`src/rtl/complex_arithmetic_unit_top_defines.svh`:
```
// Assertion macros shared by the complex arithmetic unit modules.
`ifndef COMPLEX_ARITHMETIC_UNIT_TOP_DEFINES_SVH
`define COMPLEX_ARITHMETIC_UNIT_TOP_DEFINES_SVH
`ifndef SYNTH
`define CAU_ASSERT(label, clk, rst, prop, msg) \
  label: assert property (@(posedge clk) disable iff (rst) prop) else $error(msg);
`define CAU_ASSERT_NR(label, clk, prop, msg) \
  label: assert property (@(posedge clk) prop) else $error(msg);
`else
`define CAU_ASSERT(label, clk, rst, prop, msg)
`define CAU_ASSERT_NR(label, clk, prop, msg)
`endif
`endif

```
`src/rtl/cau_pkg.sv`:
```
// Package with request and result types and operation codes for the complex unit.
`timescale 1ns / 1ps
`default_nettype none
package cau_pkg;
  localparam int unsigned KindWidth = 3;
  localparam int unsigned WordWidth = 32;
  localparam int unsigned FractionBits = 16;
  localparam int unsigned FieldWidth = WordWidth;

  typedef enum logic [KindWidth-1:0] {
    KIND_ADD  = 3'd0,
    KIND_SUB  = 3'd1,
    KIND_MUL  = 3'd2,
    KIND_DIV  = 3'd3,
    KIND_CONJ = 3'd4
  } kind_t;

  typedef struct packed {
    logic [KindWidth-1:0]         kind;
    logic signed [FieldWidth-1:0] a_re;
    logic signed [FieldWidth-1:0] a_im;
    logic signed [FieldWidth-1:0] b_re;
    logic signed [FieldWidth-1:0] b_im;
  } req_t;

  typedef struct packed {
    logic signed [FieldWidth-1:0] res_re;
    logic signed [FieldWidth-1:0] res_im;
    logic                         overflow;
    logic                         divide_by_zero;
    logic                         operands_equal;
  } res_t;
endpackage
`default_nettype wire

```
`src/rtl/cau_front.sv`:
```
// Front end: accepts requests, checks operand equality and the zero divisor.
`timescale 1ns / 1ps
`default_nettype none
module cau_front (
  input  wire logic          clk,
  input  wire logic          rst,
  input  wire logic          push,
  output logic               full,
  input  wire cau_pkg::req_t req,
  output logic               fq_valid,
  input  wire logic          fq_ready,
  output cau_pkg::req_t      fq_req,
  output logic               fq_eq,
  output logic               fq_dz
);
  import cau_pkg::*;

  localparam int unsigned Depth = 2;

  req_t        mem_req [Depth];
  logic        mem_eq  [Depth];
  logic        mem_dz  [Depth];
  logic        wr_ptr;
  logic        rd_ptr;
  logic [1:0]  count;
  logic        do_push;
  logic        do_pop;

  assign full     = (count == 2'(Depth));
  assign do_push  = push && !full;
  assign fq_valid = (count != 2'd0);
  assign do_pop   = fq_valid && fq_ready;
  assign fq_req   = mem_req[rd_ptr];
  assign fq_eq    = mem_eq[rd_ptr];
  assign fq_dz    = mem_dz[rd_ptr];

  // Classify on entry: equality for every kind, zero divisor for divide only.
  always_ff @(posedge clk) begin
    if (do_push) begin
      mem_req[wr_ptr] <= req;
      mem_eq[wr_ptr]  <= (req.a_re == req.b_re) && (req.a_im == req.b_im);
      mem_dz[wr_ptr]  <= (req.kind == KIND_DIV) && (req.b_re == '0) && (req.b_im == '0);
    end
  end

  // Queue pointers and fill count.
  always_ff @(posedge clk) begin
    if (rst) begin
      wr_ptr <= 1'b0;
      rd_ptr <= 1'b0;
      count  <= 2'd0;
    end else begin
      if (do_push) wr_ptr <= ~wr_ptr;
      if (do_pop) rd_ptr <= ~rd_ptr;
      count <= count + 2'(do_push) - 2'(do_pop);
    end
  end

  `include "complex_arithmetic_unit_top_defines.svh"
  `CAU_ASSERT(a_no_over, clk, rst, full |-> !do_push, "front queue overfilled")
  `CAU_ASSERT(a_cnt_max, clk, rst, count <= 2'(Depth), "front count out of range")
  `CAU_ASSERT(a_cnt_step, clk, rst, (do_push && !do_pop) |=> count == $past(count) + 2'd1, "front count step")
endmodule
`default_nettype wire

```
`config.mk`:
```
export PLATFORM = sky130hd
export DESIGN_NAME = cau_front
export DESIGN_NICKNAME = d
export VERILOG_FILES = /design/src/rtl/cau_pkg.sv /design/src/rtl/cau_front.sv
export VERILOG_INCLUDE_DIRS = /design/src /design/src/rtl
export SDC_FILE = /design/constraint.sdc
export NUM_CORES = 1
export LEC_CHECK = 0
export ABC_CLOCK_PERIOD_IN_PS = 8000
export BUFFER_PORTS_ARGS = -buffer_cell sky130_fd_sc_hd__buf_2
export CAP_MARGIN = 20
export CORE_MARGIN = 2
export CORE_UTILIZATION = 53
export DETAILED_ROUTE_END_ITERATION = 10
export GPL_ROUTABILITY_DRIVEN = 0
export GPL_TIMING_DRIVEN = 0
export PLACE_DENSITY = 0.79
export SKIP_LAST_GASP = 1
export SLEW_MARGIN = 20
export SYNTH_ARGS = -nofsm -noshare
export SYNTH_HDL_FRONTEND = slang
export SYNTH_SLANG_ARGS = --single-unit
```
`constraint.sdc`:
```
create_clock -name clk -period 8 [get_ports clk]
set_clock_uncertainty 0.15 [all_clocks]
set_input_delay 0.4 -clock clk [delete_from_list [all_inputs] [get_ports clk]]
set_output_delay 0.4 -clock clk [all_outputs]
set_load 0.01 [all_outputs]
```
==> results.json, run 1 <==
{
  "status": "completed",
  "critPathBufInv": 4,
  "grt_first_pass_wirelength_um": 42400,
  "cts.htree.levels": 1,
  "io_pins": 270,
  "grt_max_degree": 53,
  "syn_inst": 546,
  "syn-num-nets": 683,
  "wl_um": 28900,
  "max_freq_ghz": 0.375,
  "num-fill-cells": 1147,
  "vias": 6792,
  "reg2reg_slack_ns": 5.91,
  "rr_worst_depth": 6,
  "numCtsBuffers": 27,
  "synth_seq_area_share_pct": 76.0,
  "multi_input_area_um2": 2470,
  "slowest_delay_ns": 0.37,
  "path_delay_family": "buffers and inverters",
  "cellPowerDensity_nw_per_um2": 284,
  "synth-main-ff-cell": "edfxtp_1",
  "vdd_drop_max_uv": 224,
  "fin_hold_ws_ns": 0.0444,
  "layout-drive-gt1-share_pct": 46.5,
  "finalSetupViolations": 0,
  "crit_arrival_ns": 2.12,
  "start_util_pct": 54.3,
  "cts_root_buf": "clkbuf_16",
  "crit_path_start_kind": "flop",
  "yosys_warnings": 0,
  "avgSynthCellArea_um2": 19.5,
  "total_power_w": 0.00416,
  "ys_types": 23,
  "fin_crit_ns": 2.67,
  "vias_per_cell": 5.36,
  "clock_path_buffers": 3,
  "wl_per_cell_um": 22.8,
  "async_reset_ff_share_pct": 0,
  "slew_viol_final": 0,
  "crit_slowest_cell": "mux2_2",
  "drt_pre_antenna_iters": 5,
  "worst_slew_pin_slew_ns": 0.937,
  "synthesis.area_um2": 10600,
  "overflow": 0,
  "clock_sinks": 271,
  "final_nets": 1120,
  "critical_path_class": "reg2out",
  "clk_pin_slew_ns": 0.06,
  "grt_pass1_vias": 7201,
  "rr_startpoint": "count[0]",
  "cp_max_fo": 10,
  "worst_path_most_repeated_cell": "buf_2",
  "crit_path_end_kind": "output pin",
  "clk_latency_ns": 0.52,
  "io_buffers": 269,
  "maxCapViolCount": 0,
  "die_y_um": 146,
  "rows": 51,
  "cp.required_ns": 7.45,
  "antenna_found_initial": 2,
  "hp-class": "in2reg",
  "finalCritPeriodShare_pct": 33.4,
  "ys_ff_latch": 271,
  "cts_setup_buffers": 0,
  "r2r_end": "mem_req[0][98]",
  "cp.depth": 5,
  "synth_edf_count": 266,
  "rsz0062_at_grt": "false",
  "maxSlewHeadroom_pct": 37.0,
  "hold_violations": 0,
  "postRouteAntennaNets": 0,
  "area.sequential_um2": 8090,
  "coreArea_um2": 19600,
  "drc_errors": 0,
  "track_usage_pct": 26.6,
  "p_leak_nw": 5.54,
  "drt_first_iter_violations": 416,
  "crit_end": "fq_req[102]",
  "crit_chain": "buf_2 -> buf_2 -> buf_4 -> mux2_2 -> buf_2",
  "die_w_um": 146,
  "synthToLayoutAreaGrowth_pct": 37.6,
  "dp_hpwl_um": 18600,
  "die-area_um2": 21200,
  "cts_tree": "yes"
}
[power breakdown]
group	internal [W]	leakage (nW)	switching, W	total [W]
clock network	0.000650	0.383	0.000517	0.00117
logic	0.000521	2.63	0.000628	0.00115
registers	0.00180	2.53	0.0000459	0.00184
total	0.00297	5.54	0.00119	0.00416
[worst min path at each step]
stage	startpoint	slack, ns	depth (start not counted)	end
floorplan	rst	0.32	1	count[0]
global placement	rd_ptr	0.35	2	rd_ptr
detailed placement	rd_ptr	0.36	2	flop
CTS	req[43]	0.02	1	mem_req[1][43]
global route	req[43]	0.02	1	mem_req[0][43]
finish	req[43]	0.04	1	mem_req[0][43]
[cells in the final DEF (no fill, tap or decap), drive strengths merged, types with 2 or more instances in the layout]
cell type / n
buf: 292
diode: 2
xor2: 66
mux2: 133
clkinvlp: 3
ha: 2
xnor2: 2
nor4: 32
nand3: 2
dfxtp: 5
edfxtp: 266
inv: 4
nand4: 6
nor4b: 2
nor2: 5
clkinv: 9
dlygate4sd3: 131
clkbuf: 32
[repair_timing]
| action | in CTS | in global routing |
|---|---|---|
| gates resized for setup | 0 | 0 |
| endpoints found under the setup margin | 0 | 0 |
| hold buffers | 131 | 0 |
| hold endpoints to repair | 265 | 0 |
[synthesized netlist by cell type, drive strengths merged (2+ instances only)]
library cell | instances | area share [%]
edfxtp | 266 | 75
mux2 | 133 | 14
xor2 | 66 | 5.4
nor4 | 32 | 1.9
buf | 15 | 0.87
nand4 | 6 | 0.35
dfxtp | 5 | 0.94
nor2 | 5 | 0.18
ha | 2 | 0.24
inv | 2 | 0.071
nand3 | 2 | 0.094
nor4b | 2 | 0.16
xnor2 | 2 | 0.16
[per-layer routing]
metal  GRT usage [%]  vias to the layer above  wire length (um)
li1                -                     3027                 -
met1            32.8                     3378             11100
met2            47.7                      339             14900
met3            4.89                       48              2010
met4            8.33                        0               802
met5               0                        -                 0
[flip-flops by register name (all words and copies together), names as in the netlist, named ones only]
signal and cells:
mem_req 262, count 2, rd_ptr 1, mem_dz 2
wr_ptr 1, mem_eq 2
[final cells by class]
class	count	share of cell area, %
tap	265	2.26
inverter	2	0.0512
antenna	2	0.0342
multi-input combinational	258	16.9
clock buffer	32	4.74
clock inverter	15	0.734
sequential	271	55.2
timing repair buffer	408	19.5
buffer	15	0.632
[metrics by stage]
step	area (um^2)	setup WS, ns	instances	setup TNS (ns)	util [%]
6_report	14700	5.33	1268	0	74.8
3_3_place_gp	12300	-2.05	1080	-271.31	62.9
2_1_floorplan	10600	1.14	546	0	-
3_5_place_dp	12500	5.53	1088	0	64.0
4_1_cts	14600	5.28	1266	0	74.8
5_1_grt	14700	5.20	1268	0	74.8
[kinds of logic after synthesis]
kind of cell,share of synthesized area (%)
mux,14.1
flops,76.0
buf+inv,0.940
xor+xnor,5.59
fa+ha+maj,0.235
simple gates,3.19
Power figures use the tool's default switching activity.
==> run 2: changes to the inputs <==
ABC_CLOCK_PERIOD_IN_PS = 2150   (was 8000)
CORE_UTILIZATION = 48   (was 53)
PLACE_DENSITY = 0.75   (was 0.79)
clock period = 2.15 ns   (was 8 ns; I/O delays follow)
==> run 2 against run 1 <==
  * Wire length increased by 0.18%
  * Register-to-register slack got worse by 5.8 ns
  * Power increased to 3.8 times the previous value
  * Final area increased by 1.3%
  * First-iteration DRC count decreased by 4.8%
  * Combinational power increased to 3.9 times the previous value
  * Critical path type unchanged
==> results.json, run 2 (synthesis gave the netlist of run 1 again) <==
{
  "vdd_drop_max_uv": 753,
  "crit_path_start_kind": "flop",
  "worst_slew_pin_slew_ns": 1.07,
  "hp-class": "in2reg",
  "num-fill-cells": 1459,
  "drt_pre_antenna_iters": 5,
  "clk_latency_ns": 0.54,
  "layout-drive-gt1-share_pct": 46.0,
  "drt_first_iter_violations": 396,
  "largest_reg_flops": 262,
  "overflow": 0,
  "final_nets": 1126,
  "setup_slack_ns": 0.0470,
  "status": "completed",
  "die_y_um": 153,
  "vias": 6743,
  "maxSlewHeadroom_pct": 27.7,
  "hold_depth": 4,
  "cp_max_fo": 10,
  "cts_tree": "yes",
  "clock_path_buffers": 3,
  "synthToLayoutAreaGrowth_pct": 39.4,
  "rows": 54,
  "crit_slowest_cell": "mux2_2",
  "multi_input_area_um2": 2480,
  "numCtsBuffers": 28,
  "coreArea_um2": 21800,
  "drc_errors": 0,
  "finalSetupViolations": 0,
  "layout_commonest_cell": "buf_2",
  "critical_path_class": "reg2out",
  "io_pins": 270,
  "largest_register": "mem_req",
  "slew_viol_final": 0,
  "crit_arrival_ns": 1.85,
  "io_buffers": 269,
  "rr_worst_depth": 6,
  "layout_common_cells": "buf_2 (271), edfxtp_1 (266), dlygate4sd3_1 (135)",
  "crit_chain": "buf_4 -> buf_12 -> buf_12 -> mux2_2 -> buf_2",
  "final_cells": 1290,
  "reg2reg_slack_ns": 0.11,
  "dp_hpwl_um": 19600,
  "fin_crit_ns": 2.10,
  "antenna_found_initial": 0,
  "vias_per_cell": 5.23,
  "cts.htree.levels": 1,
  "r2r_end": "mem_req[0][47]",
  "placed_cell_area_um2": 12600,
  "worst_path_most_repeated_cell": "buf_12",
  "maxCapViolCount": 0,
  "min_to": "mem_dz[0]",
  "hold_violations": 0,
  "die-area_um2": 23400,
  "clk_pin_slew_ns": 0.06,
  "grt_pass1_vias": 7169,
  "grt_max_degree": 47,
  "max_freq_ghz": 0.476,
  "grt_first_pass_wirelength_um": 42500,
  "die_w_um": 153,
  "start_util_pct": 48.8,
  "crit_path_end_kind": "output pin",
  "cts_root_buf": "clkbuf_16",
  "cellPowerDensity_nw_per_um2": 1060,
  "fin_setup_tns_ns": 0,
  "cp.required_ns": 1.89,
  "postRouteAntennaNets": 0,
  "postLayoutCellArea_um2": 14800,
  "rr_startpoint": "count[0]",
  "finalCritPeriodShare_pct": 97.8,
  "area.sequential_um2": 8090,
  "place_inst": 1104,
  "rsz0062_at_grt": "true",
  "wl_um": 28900,
  "total_power_w": 0.0157,
  "clock_sinks": 271,
  "post-place-ws_ns": -0.160,
  "hp-start": "req[56]",
  "slowest_delay_ns": 0.34,
  "p_leak_nw": 5.60,
  "wl_per_cell_um": 22.4,
  "diodes": 0,
  "track_usage_pct": 24.1
}
## run 2: per-layer routing
metal / global-route usage [%] / routed length [um] / part of all wire, %
met1: 30.3 / 11500 / 40
met2: 43.4 / 15000 / 52
met3: 5.08 / 1930 / 6.7
met4: 5.20 / 548 / 1.9
met5: 0 / 0 / 0
## run 2: worst max path at each step
stage / from / slack, ns / end
final: flop / 0.05 / fq_req[109]
after global routing: flop / -0.005 / fq_req[82]
after CTS: flop / -0.003 / fq_req[31]
after detailed placement: req[56] / -0.16 / mem_eq[1]
after global placement: count[0] / -2.03 / mem_req[0][100]
after floorplan: count[0] / -0.89 / mem_dz[0]
## run 2: critical path: cells and delay by family (launching register included)
family                 cells  cell delay [ns]
multiplexers               1             0.34
flip-flops                 1             0.30
buffers and inverters      4             0.65
## run 2: report_power, final
part / switching (W) / total (W) / internal, W
logic: 0.00236 / 0.00443 / 0.00207
registers: 0.000174 / 0.00687 / 0.00669
clock network: 0.00188 / 0.00438 / 0.00250
## run 2: cell type report
cell class                 count  share of cell area (%)
tap                          280                    2.36
timing repair buffer         413                    19.6
buffer                        15                    1.24
inverter                       2                  0.0506
clock buffer                  44                    5.34
clock inverter                 7                   0.194
multi-input combinational    258                    16.7
sequential                   271                    54.5
## run 2: timing repair
item                                    4_1_cts  5_1_grt
resized for setup                            19        6
hold buffers                                135        0
hold endpoints to repair                    285        0
setup buffers                                 0        0
endpoints found under the setup margin       98       34
## run 2: through the flow
step                      utilization [%]  hold WS, ns
after floorplan                         -       0.0217
final                                68.0      0.00552
after CTS                            67.9       0.0168
after detailed placement             57.6        0.169
after global routing                 68.0       0.0231
after global placement               56.7        0.159
